`src/hw/rtl/acmm_pkg.sv`:
```
// ---------------------------------------------------------------------------
// acmm_pkg: channel matrix mixer shared definitions
// Sizes, field types, codes and the control structs that pass between
// the sequencer, the multiplier lanes and the merge tree.
// ---------------------------------------------------------------------------
`default_nettype none

package acmm_pkg;

	localparam int MAX_CHANNELS   = 8;
	localparam int LANES          = 8;
	localparam int COEF_FRAC_BITS = 16;
	localparam int CHAN_CAP       = (MAX_CHANNELS < LANES) ? MAX_CHANNELS : LANES;

	localparam int SAMPLE_W = 32;
	localparam int COEF_W   = 18;
	localparam int SLOT_W   = 6;
	localparam int CNT_W    = 4;
	localparam int CH_W     = $clog2(LANES);
	localparam int PROD_W   = SAMPLE_W + COEF_W;
	localparam int ACC_W    = PROD_W + $clog2(LANES);
	localparam int SHIFT_W  = ACC_W - COEF_FRAC_BITS;

	typedef logic signed [SAMPLE_W-1:0] sample_t;
	typedef logic signed [COEF_W-1:0]   coef_t;
	typedef logic        [SLOT_W-1:0]   slot_t;
	typedef logic        [CNT_W-1:0]    count_t;
	typedef logic        [CH_W-1:0]     chan_t;
	typedef logic signed [PROD_W-1:0]   prod_t;
	typedef logic signed [ACC_W-1:0]    acc_t;

	localparam sample_t SAMPLE_MAX = 32'sh7FFF_FFFF;
	localparam sample_t SAMPLE_MIN = 32'sh8000_0000;

	typedef enum logic {
		OP_LOAD = 1'b0,
		OP_MIX  = 1'b1
	} op_t;

	typedef enum logic {
		CFG_IN_CHANNELS  = 1'b0,
		CFG_OUT_CHANNELS = 1'b1
	} cfg_idx_t;

	// coefficient write into one lane bank
	typedef struct packed {
		logic  en;
		chan_t addr;
		coef_t data;
	} coef_wr_t;

	// tag that travels with one output channel through the lanes and merge
	typedef struct packed {
		logic  valid;
		chan_t chan;
		logic  last;
	} tag_t;

	// one finished output channel
	typedef struct packed {
		logic    valid;
		chan_t   chan;
		logic    last;
		sample_t value;
		logic    clip;
	} mix_res_t;

	function automatic count_t limit_count(count_t n);
		if (n > count_t'(CHAN_CAP)) begin
			return count_t'(CHAN_CAP);
		end
		return n;
	endfunction

endpackage

`default_nettype wire

```
`src/hw/rtl/acmm_lane.sv`:
```
// ---------------------------------------------------------------------------
// acmm_lane: one input channel multiplier lane
// Holds the coefficient row of one input channel (one entry per output
// channel, zero until written), reads the entry of the output channel in
// flight and multiplies it by the lane's sample.
// ---------------------------------------------------------------------------
`default_nettype none

module acmm_lane (
	input  logic               clk,
	input  logic               arst_n,
	input  acmm_pkg::coef_wr_t wr,
	input  acmm_pkg::chan_t    rd_addr,
	input  acmm_pkg::sample_t  sample,
	output acmm_pkg::prod_t    prod_s2
);
	import acmm_pkg::*;

	coef_t            mem_q [LANES];
	logic [LANES-1:0] valid_q;
	coef_t            coef_s1;

	always_ff @(posedge clk or negedge arst_n) begin
		if (!arst_n) begin
			valid_q <= '0;
		end else if (wr.en) begin
			valid_q[wr.addr] <= 1'b1;
		end
	end

	always_ff @(posedge clk) begin
		if (wr.en) begin
			mem_q[wr.addr] <= wr.data;
		end
		// an entry never written reads as the reset value, zero
		coef_s1 <= valid_q[rd_addr] ? mem_q[rd_addr] : '0;
		prod_s2 <= sample * coef_s1;
	end

endmodule

`default_nettype wire

```
`config.mk`:
```
export PLATFORM = sky130hd
export DESIGN_NAME = acmm_lane
export DESIGN_NICKNAME = d
export VERILOG_FILES = /design/src/hw/rtl/acmm_pkg.sv /design/src/hw/rtl/acmm_lane.sv
export SDC_FILE = /design/constraint.sdc
export NUM_CORES = 2
export LEC_CHECK = 0
export BUFFER_PORTS_ARGS = -buffer_cell sky130_fd_sc_hd__buf_2
export CAP_MARGIN = 20
export CELL_PAD_IN_SITES_DETAIL_PLACEMENT = 1
export CELL_PAD_IN_SITES_GLOBAL_PLACEMENT = 2
export CORE_MARGIN = 2
export CORE_UTILIZATION = 35
export DETAILED_ROUTE_END_ITERATION = 10
export PLACE_DENSITY = 0.74
export SLEW_MARGIN = 20
export SYNTH_ARGS = -nofsm -noshare
export SYNTH_HDL_FRONTEND = slang
export SYNTH_SLANG_ARGS = --single-unit
```
`constraint.sdc`:
```
create_clock -name clk -period 11.15 [get_ports clk]
set_input_delay 2.7875 -clock clk [delete_from_list [all_inputs] [get_ports clk]]
set_output_delay 2.7875 -clock clk [all_outputs]
set_load 0.05 [all_outputs]
```
---- Word level (Yosys, flattened, before mapping) ----
Memories as Yosys holds them, arrays and structs flattened. A register that Yosys moved wholly into a read port is not among the register bits.
Index checks and enable logic that the tools add are counted.
word-level totals
  bits in registers ....................... 58
  RAM bits ................................ 144
  input bits .............................. 59
  memories kept ........................... 1
operators by class
  multiply operators ...................... 1
  magnitude comparators ................... 3
  mux-type cells .......................... 6
  bitwise logic cells ..................... 1
  reductions and logical operators ........ 2
memory list
  name   words  bits a word  read ports  clocked after memory_dff  wr ports  line             RTL
  mem_q  8      18           1           1                         1         acmm_lane.sv:19  coef_t mem_q [LANES];
operators with widths
  kind                                                                          number
  32-bit by 18-bit multiplier with 50-bit output                                1
  3-bit by 4-bit less-than comparator with 1-bit output, second input constant  2
  8-bit bitwise OR                                                              1
  1-bit two-way mux                                                             4
  1-bit binary-select mux with 3-bit select                                     1
  1-bit demux with 3-bit select                                                 1
  3-bit by 1-bit >= comparator with 1-bit output, second input constant         1
  1-bit logical AND                                                             1
  1-bit logical NOT                                                             1

---- Depth between registers and ports, before layout ----
  depth in word-level cells ............... 5
  depth in mapped cells ................... 25
  mapped depth without buffers ............ 23

---- Worst setup path after synthesis ----
No wires, ideal clock.
  kind .................................... input port to flip-flop
  from .................................... in sample[17]
  to ...................................... reg prod_s2[49]
  setup time .............................. 103 ps
  arrival ................................. 8,776 ps
  data required time ...................... 11,047 ps
  slack ................................... 2,271 ps
  stages on the path ...................... 23
  cell sequence ........................... clkbuf_1 clkbuf_1 nand2_1 fa_1 inv_1 fa_1 inv_1 fa_1 fa_1 inv_1 fa_1 inv_1 fa_1 inv_1 ha_1 and3_4 or3b_1 a211o_1 a31o_4 a31oi_4 o41ai_4 mux2i_1 a2111oi_2
on the way
  word-level cells in the longest chain between the ends .. 1
ends and longest elaborated chain
  what                                            line             RTL
  start: declaration                              acmm_lane.sv:14  input acmm_pkg::sample_t sample,
  32-bit by 18-bit multiplier with 50-bit output  acmm_lane.sv:37  prod_s2 <= sample * coef_s1;
  end signal: assignment                          acmm_lane.sv:37
  end: declaration                                acmm_lane.sv:15  output acmm_pkg::prod_t prod_s2
Every way passes these cells.
A chain may end at the register's enable or synchronous reset.

---- Final worst setup path ----
  from .................................... in sample[18]
  to ...................................... reg prod_s2[42]
The elaborated chain is that of the path after synthesis.

==> summary.txt <==
Floorplanning
  • Core Region: 0.07620 sq mm
  • I/O pins: 109
  • Die Footprint: just under 0.08 sq mm
  • Row count: just over 100
  • Initial Util: 0.3547
  • Die height: around 280 um
  • Die width: 281.9 um

Routing
  • First-pass DRT Iterations: 7
  • Initial DRC count: 737
  • Final ANT Viol Nets: 0
  • Drt wl/cell: 20.77 um
  • DRC violations left: 0
  • Vias/cell: 4.801
  • Via count: 17550
  • Total Wirelength: 75910 um

STA
  • RSZ-0062 raised after global routing: no
  • Worst rel slew slack: 0.2925
  • TNS Setup: 0 ns
  • F_max: 0.1144 GHz
  • Min Tclk post-route: approximately 8.7 ns
  • Final Hold Fails: 0
  • Clk_skew: 0.02216 ns
  • Measured slew at the worst slew-check pin: between 1 and 1.5 ns
  • Fin crit share: 0.7839
  • Slew Limit Fails: 0
  • Final worst slack: 2.410 ns
  • Number of setup violations in the final report: 0

Cells and area
  • Final Non-Filler Cells: 3655
  • Post-route cell area: 0.02940 sq mm
  • Leading cell type in the layout, fill and taps excluded: inv_1
  • Area growth syn-to-layout: 8.781%
  • Fin nets: 3339
  • Fillers: 8464
  • Most frequent cells in the layout: inv_1 (600), fa_1 (553), nand2_1 (351)
  • Layout cells sized above 1: 0.09150

Synthesis
  • Most used flip-flop cell after synthesis: edfxtp_1
  • Yosys reg bits: between 200 and 250
  • Largest cells by area after synthesis: fa_1 (41%), edfxtp_1 (16%), inv_1 (8.3%), ha_1 (5.6%), and2_1 (5.2%)
  • Yosys cell types: 70
  • Area of the mapped netlist: 0.02703 sq mm
  • Cell taking the most area after synthesis: fa_1
  • Ys async rst share: 0.03636
  • Mapped Nets: ~3300
  • Sequential area share after synthesis: 0.2178
  • Avg Inst Size Synth: 10.54 sq um
  • Area fraction of the dominant cell type after synthesis: 0.4096
  • Synth warnings: 0
  • EDFF count, synth: about 140
  • Synthesized instance count: 2565

Global route
  • Tot GR Track Use: 0.2029
  • Global route total overflow: 0
  • First-pass GRT wire length: 123100 um
  • Pin count of the biggest net entering global routing: 39
  • Antenna violations before repair: 8
  • Vias in the first global route: around 21000

Placement
  • Placed inst area: 0.02861 sq mm
  • Placed cell count: 3611
  • Post-DP HPWL: 58650 um
  • Routability cong.: 0.8155
  • Port bufs: 108
  • Pre-CTS WS: 1.815 ns

Worst setup path
  • FF-to-FF End: prod_s2[42]
  • R2R Path Start: coef_s1[17]
  • CP Max Fanout: 18
  • Crit start category: input pin
  • Most common cell on crit path: fa_1
  • Worst path cell trace: buf_2, and2_1, fa_1, inv_1, fa_1, inv_1, fa_1, fa_1, fa_1, inv_1, fa_1, inv_1, ha_1, a21oi_2, o21ai_1, a221oi_1, o211ai_1, a221o_1, a21oi_1, nor2b_1, o311ai_1
  • Worst EP arrival: between 9 and 10 ns
  • Max stage delay on crit path: 0.55 ns
  • CP max-delay cell: fa_1
  • R2r setup slk: between 3 and 4 ns
  • R2r worst-path depth: 19
  • Crit path from: sample[18]
  • CP endpoint kind: flip-flop
  • CP Class: in -> reg
  • Required @ worst endpoint: 11.58 ns

Clocking
  • # clock sinks: 220
  • Max clock buf depth: 3
  • Post-CTS setup buffers: 0
  • H-tree Lvls: 1
  • CTS buffer count: 23
  • Reg clk slew, reported paths: 0.06 ns
  • Worst skew pair latency: 0.55 ns
  • Post-CTS Hold Fix Bufs: 0
  • Root buffer cell: clkbuf_16
  • Count of cells resized by post-cts repair: 0
  • CTS tree: done

Min path
  • Hold Path Depth: 1
  • Hold_sp: valid_q[0]
  • Hold EP: valid_q[0]
  • HP Class: reg -> reg

Run
  • Max-cap viol count: 0

Outcome
  • Outcome: completed
==> area by class of cell <==
cell class	instances	area, sq um	share of cell area
diodes	2	5.005	0.0001702
clock buffers	30	601.8	0.02047
clock inverters	12	182.7	0.006213
inverters	602	2262	0.07694
multi-input cells	1628	18450	0.6275
flip-flops and latches	220	5898	0.2006
well taps	1030	1289	0.04383
repair buffers	131	713.2	0.02426
==> metal layers <==
metal / wire length [um] / track usage / vias up / share of wire
met5: 55 / 0 / - / 0.00072
met4: 1150 / 0.03587 / 8 / 0.015
met3: 3160 / 0.02403 / 88 / 0.042
met2: 37250 / 0.3444 / 307 / 0.49
met1: 34300 / 0.2822 / 9399 / 0.45
li1: - / - / 7747 / -
==> worst max-delay path by stage <==
stage / end / slack (ns) / cells after the start
after floorplan: prod_s2[49] / 2.27 / 23
after global placement: prod_s2[48] / 1.93 / 21
after detailed placement: prod_s2[42] / 1.81 / 21
after CTS: prod_s2[42] / 2.34 / 21
after global routing: prod_s2[42] / 2.05 / 21
final: prod_s2[42] / 2.41 / 21
==> sequential cells by signal, summed over array words and instances (netlist names) <==
register,flops
coef_s1,18
mem_q,144
prod_s2,50
valid_q,8
==> cells in the mapped netlist, types with 2 or more instances <==
library cell and n:
and4_1 2, mux2i_1 20, xnor2_1 33, o21a_1 7
a21oi_1 47, a221oi_1 2, a211o_1 2, o2111ai_1 2
o21bai_1 10, nand4_1 4, nand2_1 351, nor3_1 8
nand2b_1 13, nand3_1 9, and2_1 225, o21ai_1 5
a31oi_1 7, xor2_1 15, o21ai_0 15, ha_1 121
nor2b_1 4, edfxtp_1 144, o211ai_1 5, nor2_1 65
fa_1 553, and3_1 3, buf_1 3, buf_2 4
or2_2 9, dfxtp_1 68, a21o_1 16, a211oi_1 5
a21oi_2 2, mux4_2 38, dfrtp_1 8, clkbuf_1 107
inv_1 600
==> worst max-delay path: cells and delay by family <==
family                     cells  cell delay [ns]
adders and majority gates      7             3.52
buffers and inverters          5             0.45
and+or+nand+nor                2             0.32
AOI/OAI and AO/OA              7             2.07
==> cells by family after synthesis <==
| family | after synthesis | synth area share |
|---|---|---|
| xor+xnor | 48 | 0.01555 |
| simple gates | 702 | 0.1240 |
| buf+inv | 717 | 0.09999 |
| mux | 59 | 0.03949 |
| fa+ha+maj | 674 | 0.4656 |
| compound gates | 145 | 0.03764 |
| flops | 220 | 0.2178 |
==> stage by stage <==
stage / utilization / hold slack [ns]
2_1_floorplan: - / 0.4337
3_3_place_gp: 0.3755 / 0.4461
3_5_place_dp: 0.3755 / 0.4564
4_1_cts: 0.3858 / 0.4721
5_1_grt: 0.3858 / 0.4940
6_report: 0.3858 / 0.4662
Power is not shown: default switching activity piles up to over one toggle a cycle in this logic, so the estimate is an artifact.
