[src/hw/rtl/acmm_pkg.sv]
// ---------------------------------------------------------------------------
// acmm_pkg: channel matrix mixer shared definitions
// Sizes, field types, codes and the control structs that pass between
// the sequencer, the multiplier lanes and the merge tree.
// ---------------------------------------------------------------------------
`default_nettype none

package acmm_pkg;

	localparam int MAX_CHANNELS   = 8;
	localparam int LANES          = 8;
	localparam int COEF_FRAC_BITS = 16;
	localparam int CHAN_CAP       = (MAX_CHANNELS < LANES) ? MAX_CHANNELS : LANES;

	localparam int SAMPLE_W = 32;
	localparam int COEF_W   = 18;
	localparam int SLOT_W   = 6;
	localparam int CNT_W    = 4;
	localparam int CH_W     = $clog2(LANES);
	localparam int PROD_W   = SAMPLE_W + COEF_W;
	localparam int ACC_W    = PROD_W + $clog2(LANES);
	localparam int SHIFT_W  = ACC_W - COEF_FRAC_BITS;

	typedef logic signed [SAMPLE_W-1:0] sample_t;
	typedef logic signed [COEF_W-1:0]   coef_t;
	typedef logic        [SLOT_W-1:0]   slot_t;
	typedef logic        [CNT_W-1:0]    count_t;
	typedef logic        [CH_W-1:0]     chan_t;
	typedef logic signed [PROD_W-1:0]   prod_t;
	typedef logic signed [ACC_W-1:0]    acc_t;

	localparam sample_t SAMPLE_MAX = 32'sh7FFF_FFFF;
	localparam sample_t SAMPLE_MIN = 32'sh8000_0000;

	typedef enum logic {
		OP_LOAD = 1'b0,
		OP_MIX  = 1'b1
	} op_t;

	typedef enum logic {
		CFG_IN_CHANNELS  = 1'b0,
		CFG_OUT_CHANNELS = 1'b1
	} cfg_idx_t;

	// coefficient write into one lane bank
	typedef struct packed {
		logic  en;
		chan_t addr;
		coef_t data;
	} coef_wr_t;

	// tag that travels with one output channel through the lanes and merge
	typedef struct packed {
		logic  valid;
		chan_t chan;
		logic  last;
	} tag_t;

	// one finished output channel
	typedef struct packed {
		logic    valid;
		chan_t   chan;
		logic    last;
		sample_t value;
		logic    clip;
	} mix_res_t;

	function automatic count_t limit_count(count_t n);
		if (n > count_t'(CHAN_CAP)) begin
			return count_t'(CHAN_CAP);
		end
		return n;
	endfunction

endpackage

`default_nettype wire

[src/hw/rtl/acmm_merge.sv]
// ---------------------------------------------------------------------------
// acmm_merge: lane merge, scaling and saturation
// Registered adder tree over the lane products, then an arithmetic shift
// by the fraction bits and saturation to the signed 32-bit range.
// ---------------------------------------------------------------------------
`default_nettype none

module acmm_merge (
	input  logic               clk,
	input  logic               arst_n,
	input  acmm_pkg::prod_t    prod_s2 [acmm_pkg::LANES],
	input  acmm_pkg::tag_t     tag_s2,
	output acmm_pkg::mix_res_t res
);
	import acmm_pkg::*;

	localparam int L1 = LANES / 2;
	localparam int L2 = LANES / 4;
	localparam logic signed [SHIFT_W-1:0] SAT_HI = SHIFT_W'(SAMPLE_MAX);
	localparam logic signed [SHIFT_W-1:0] SAT_LO = SHIFT_W'(SAMPLE_MIN);

	acc_t                      sum_s3 [L1];
	acc_t                      sum_s4 [L2];
	acc_t                      acc_s5;
	tag_t                      tag_s3;
	tag_t                      tag_s4;
	tag_t                      tag_s5;
	tag_t                      tag_s6;
	sample_t                   value_s6;
	logic                      clip_s6;
	acc_t                      shifted_full;
	logic signed [SHIFT_W-1:0] shifted;

	always_ff @(posedge clk or negedge arst_n) begin
		if (!arst_n) begin
			tag_s3 <= '0;
			tag_s4 <= '0;
			tag_s5 <= '0;
			tag_s6 <= '0;
		end else begin
			tag_s3 <= tag_s2;
			tag_s4 <= tag_s3;
			tag_s5 <= tag_s4;
			tag_s6 <= tag_s5;
		end
	end

	// floor division by the coefficient scale
	always_comb begin
		shifted_full = acc_s5 >>> COEF_FRAC_BITS;
		shifted      = $signed(shifted_full[SHIFT_W-1:0]);
	end

	always_ff @(posedge clk) begin
		for (int k = 0; k < L1; k++) begin
			sum_s3[k] <= acc_t'(prod_s2[2*k]) + acc_t'(prod_s2[2*k+1]);
		end
		for (int k = 0; k < L2; k++) begin
			sum_s4[k] <= sum_s3[2*k] + sum_s3[2*k+1];
		end
		acc_s5 <= sum_s4[0] + sum_s4[1];

		if (shifted > SAT_HI) begin
			value_s6 <= SAMPLE_MAX;
			clip_s6  <= 1'b1;
		end else if (shifted < SAT_LO) begin
			value_s6 <= SAMPLE_MIN;
			clip_s6  <= 1'b1;
		end else begin
			value_s6 <= $signed(shifted[SAMPLE_W-1:0]);
			clip_s6  <= 1'b0;
		end
	end

	assign res = '{valid: tag_s6.valid, chan: tag_s6.chan, last: tag_s6.last,
	               value: value_s6, clip: clip_s6};

endmodule

`default_nettype wire

[config.mk]
export PLATFORM = sky130hd
export DESIGN_NAME = acmm_merge
export DESIGN_NICKNAME = d
export VERILOG_FILES = /design/src/hw/rtl/acmm_pkg.sv /design/src/hw/rtl/acmm_merge.sv
export SDC_FILE = /design/constraint.sdc
export NUM_CORES = 1
export LEC_CHECK = 0
export BUFFER_PORTS_ARGS = -buffer_cell sky130_fd_sc_hd__buf_2
export CAP_MARGIN = 20
export CORE_ASPECT_RATIO = 1.1
export CORE_MARGIN = 8
export CORE_UTILIZATION = 30
export DETAILED_ROUTE_END_ITERATION = 8
export RECOVER_POWER = 100
export SKIP_LAST_GASP = 1
export SLEW_MARGIN = 20
export SYNTH_ARGS = -nofsm -noshare
export SYNTH_HDL_FRONTEND = slang
export SYNTH_SLANG_ARGS = --single-unit
[constraint.sdc]
create_clock -name clk -period 4.2 [get_ports clk]
set_clock_uncertainty 0.1 [all_clocks]
set_input_delay 0.84 -clock clk [delete_from_list [all_inputs] [get_ports clk]]
set_output_delay 0.84 -clock clk [all_outputs]
set_load 0.03 [all_outputs]
[Yosys cells after proc, flatten, opt, wreduce, memory -nomap -nowiden]
Memory sizes are Yosys's and may differ from the RTL's.
Index checks and enable logic that the tools add are counted.
Cells by class
  $lt $le $gt $ge: 2
  add/sub/neg operators: 7
  mux-type cells: 2
Operators by type and width (number)
  adder 50 x 50 -> 51 bit: 4
  adder 53 bit: 3
  greater-than comparator 37 x 32 -> 1 bit (second input constant): 1
  < comparator 37 x 32 -> 1 bit (second input constant): 1
  2-to-1 mux 32 bit: 1
  2-to-1 mux 1 bit: 1
Storage, ports and cells
  memories: 2
  input port bits: 407
  bits in writable memories: 318
  logic and storage cells: 28
  register bits after elaboration: 106
Memories
  sum_s3: depth 4, bits a word 53, rd ports 4, clocked after Yosys merged registers in 0, wr ports 4, line acmm_merge.sv:22  | acc_t sum_s3 [L1];
  sum_s4: depth 2, bits a word 53, rd ports 2, clocked after Yosys merged registers in 0, wr ports 2, line acmm_merge.sv:23  | acc_t sum_s4 [L2];

[Logic depth before layout (Yosys ltp)]
  depth after elaboration: 2
  mapped depth: 13
  gate-level depth less buffers: 13

[Least setup slack after synthesis]
OpenSTA, ideal clock, no wires.
  path type: input to register
  from: in prod_s2[200] (netlist name)
  to: mem sum_s3[1][46] (netlist name)
  library setup time: 134 ps
  stages: 13
  slack: 521 ps
  arrival time: 3444 ps
  path through: ha_1 > inv_1 > fa_1 > nor2b_1 > o2111ai_1 > a31oi_1 > a21oi_1 > o22a_1 > nand2_1 > a31oi_1 > o41ai_2 > a21oi_1 > or4_1
RTL lines
  start, declared: line acmm_merge.sv:11  | input acmm_pkg::prod_t prod_s2 [acmm_pkg::LANES],
  end, declared: line acmm_merge.sv:22

==> reports/metrics.csv <==
stage,metric,value,unit
power_and_ir_drop,Sw Ratio,41.9,%
floorplanning,CORE AREA,0.0892,mm^2
clock_network,hold buffers post-CTS,0,
layout,storage element area,0.00811,mm^2
synthesis,syn_nets,3911,
floorplanning,I/O pins,445,
power_and_ir_drop,switching pwr,8.82,mW
synthesis,prevailing post-synth register cell,dfxtp_1,
synthesis,Synth Register Bits,400,
synthesis,share of the synthesized area in the top cell type,28.3,%
synthesis,asr flop ratio synth,5.00,%
global_route,GRT Util Overall,16.5,%
synthesis,Synth Area in Adders,16.9,%
global_route,vias in the first global route,25091,
layout,Final Instance Area,0.0321,mm^2
routing,routed via count,24348,
synthesis,Post-synth EDFFs,0,
floorplanning,die area,0.0996,mm^2
layout,multi-input logic area,0.0180,mm^2
worst_setup_path,Worst R2R Path Depth,11,
synthesis,xor/xnor share of the synthesized area,10.1,%
clock_network,clock buffer count from CTS,46,
timing,worst-margin pin slew,2.62,ns
worst_setup_path,worst r2r src,sum_s3[1][4],
synthesis,Yosys top cell by area,dfxtp_1,
synthesis,Mapped Cells,3145,
place,DP Area,0.0307,mm^2
routing,Post-DRT Antenna Nets,0,
clock_network,Worst-Skew Late Latency,0.58,ns
synthesis,main combinational cell family by area after synthesis,compound AO/OA/AOI/OAI gates,
global_route,first-pass GRT wire length,134000,um
worst_setup_path,R2R setup slack,0.34,ns
outcome,outcome,"complete, but fails checks",
floorplanning,Initial Util,30.2,%
floorplanning,die span in x,302,um
min_path,type of the tightest min-delay check,register to register,
clock_network,Root Driver,clkbuf_16,
clock_network,clock slew at reported path FFs,0.06,ns
worst_setup_path,"Arr. time, crit path",4.25,ns
layout,Area Growth Syn to Fin,19.3,%
power_and_ir_drop,Gate power share,51.7,%
routing,DR DRC count,0,
layout,highest-count cells in the layout ignoring fill and taps,"buf_2 (402), dfxtp_1 (380), ha_1 (353), a21oi_1 (344), a21o_1 (256)",
worst_setup_path,Setup crit start kind,primary input,
synthesis,yosys warns,0,
synthesis,mux contribution to synthesized area,0.0744,%
power_and_ir_drop,overall power,21.0,mW
place,Detailed Place HPWL,72100,um
routing,1st-iter DRT viols,1249,
worst_setup_path,WS Path Type,primary input to register,
timing,clock period minus worst slack,3.90,ns
worst_setup_path,reg2reg end,sum_s4[0][49],
clock_network,Setup Buffers After CTS,0,
worst_setup_path,worst endpoint required time,4.55,ns
outcome,failing checks,"capacitance limit, slew limit",
synthesis,Post-Synth Simple-Gate Area,13.5,%
timing,FMAX,257,MHz
power_and_ir_drop,P_leak,15.0,nW
global_route,remaining global-route overflow,0,
synthesis,"Cell Area, Synth",0.0269,mm^2
power_and_ir_drop,PwrDens,655,mW/mm^2
synthesis,Unique masters post-synth,80,
synthesis,mean area per synthesized cell,8.56,um^2
place,GPL Wtd Cong,0.893,
synthesis,complex-gate fraction of the synthesized area,26.6,%
timing,Tcrit/Tclk final,92.8,%
place,port bufs,444,
floorplanning,row cnt,115,
clock_network,CTS sink count,400,
power_and_ir_drop,Clk pwr share,20.3,%
clock_network,H-tree depth,2,
routing,wire per inst,17.9,um
timing,RSZ-0062 raised after global routing,no,
global_route,largest net degree at the start of global routing,33,
worst_setup_path,CP max FO,4,
global_route,initial antenna violation count,1,
power_and_ir_drop,Max IR drop VDD,0.000317,V
timing,Fin. Hold Viols,0,
layout,post-layout util,36.0,%
clock_network,post-CTS sizing,0,
routing,iteration count of the initial detailed-routing pass,5,
worst_setup_path,Worst Setup EP,sum_s3[1][46],
timing,final setup fails,0,
timing,Slew Limit Fails,33,
floorplanning,Die Ht,330,um
flow_run,Max Cap Viol,1,
worst_setup_path,type of element capturing the critical path,register,
synthesis,post-synthesis sequential area ratio,30.1,%
layout,nets,4355,
timing,Slew Limit Headroom,-74.6,%
synthesis,top post-synthesis cells by area,"dfxtp_1 (28%), ha_1 (16%), a21o_1 (7.1%)",
layout,"most common cell after layout, fill and taps aside",buf_2,
clock_network,CTS tree,yes,
clock_network,CTS Buffer Depth,3,
power_and_ir_drop,Sequential Power Share,28.0,%
routing,via/cell ratio,5.07,
routing,routed wire length,86000,um
worst_setup_path,Setup crit start,prod_s2[200],
power_and_ir_drop,Internal,12.2,mW
layout,fillers,9326,
layout,share of layout cells above drive strength 1,14.7,%
critical path, stage by stage:
cell,delay (ns)
buf_2,0.08
ha_1,0.15
inv_1,0.05
fa_1,0.38
nor2b_1,0.17
o2111ai_1,0.16
a31oi_1,0.25
a21oi_1,0.19
o22a_1,0.21
nand2_1,0.17
a31oi_1,0.21
o41ai_1,0.70
a21oi_1,0.14
or4_1,0.54
power by group through the flow:
stage | clock network, mW | registers, mW | logic (mW)
final | 4.28 | 5.89 | 10.9
after floorplan | 0 | 5.94 | 7.77
after detailed placement | 0 | 5.98 | 11.0
after global placement | 0 | 5.99 | 11.0
after global routing | 4.59 | 6.03 | 12.1
after CTS | 4.43 | 5.92 | 11.1
area by class of cell:
class                      instances  share of cell area, %
antenna                            3                 0.0234
clock buffer                      56                   3.95
clock inverter                    29                   1.15
inverter                          87                   1.02
multi-input combinational       2548                   56.1
sequential                       400                   25.2
tap                             1170                   4.56
timing repair buffer             506                   7.91
state kept, by name (all words and copies together), names as in the netlist:
| signal | cells |
|---|---|
| clip_s6 | 1 |
| sum_s3 | 204 |
| tag_s5 | 5 |
| acc_s5 | 37 |
| sum_s4 | 106 |
| res | 5 |
| value_s6 | 32 |
| tag_s3 | 5 |
| tag_s4 | 5 |
logic make-up (layout without fill, tap and decap cells):
group / after synthesis / after routing
AO/OA/AOI/OAI: 1118 / 1118
AND/OR/NAND/NOR: 757 / 757
flip-flops: 400 / 400
adder cells (fa/ha/maj): 359 / 359
XOR/XNOR: 312 / 312
buffers and inverters: 197 / 678
multiplexers: 2 / 2
other: 0 / 3
per-layer routing:
layer  wire length [um]  part of all wire (%)  track usage [%]  vias up
met4               2170                   2.5             4.60        0
met5                  0                     0                0        -
met1              38200                    44             20.4    11240
met2              41700                    48             29.6      575
met3               4010                   4.7             2.46      127
li1                   -                     -                -    12406
synthesized netlist by cell type (5+ instances only):
library cell	count
clkbuf_1	106
and4_1	6
dfxtp_1	380
a21o_1	256
o31ai_1	18
a41oi_1	9
xnor2_1	196
nor4_1	13
a221oi_1	12
or3_1	5
a31oi_1	55
and3_1	28
nor2b_1	46
nand2_1	223
ha_1	353
a2111oi_0	7
o21bai_1	48
nor2_1	192
fa_1	6
nand3_1	73
o31a_1	13
a211oi_1	25
o2111ai_1	12
o211ai_1	16
o21a_1	27
a211o_1	8
o21ai_1	21
a221o_1	5
o22ai_1	7
dfrtp_1	20
a21boi_0	7
a21oi_1	344
and2_1	13
nand2b_1	31
nand4_1	65
nand3b_1	5
o21ai_0	182
inv_1	87
nor3_1	36
xor2_1	116
worst min path at each step:
stage,from,endpoint,slack (ns),depth (start not counted)
2_1_floorplan,tag_s5[0],res[33],0.23,0
3_3_place_gp,tag_s5[4],res[37],0.23,0
3_5_place_dp,tag_s3[3],tag_s4[3],0.24,0
4_1_cts,arst_n,tag_s5[0],0.05,1
5_1_grt,tag_s2[0],tag_s3[0],0.22,1
6_report,tag_s3[3],tag_s4[3],0.25,0
stage by stage:
stage / setup slack [ns] / TNS, ns / instances / hold WS, ns
after floorplan: 0.521 / 0 / 3145 / 0.231
after global placement: -0.138 / -0.142 / 4711 / 0.234
after detailed placement: -0.145 / -0.165 / 4711 / 0.236
after CTS: 0.392 / 0 / 4796 / 0.0453
after global routing: 0.0382 / 0 / 4797 / 0.223
final: 0.304 / 0 / 4799 / 0.248
(Power assumes the default switching activity.)
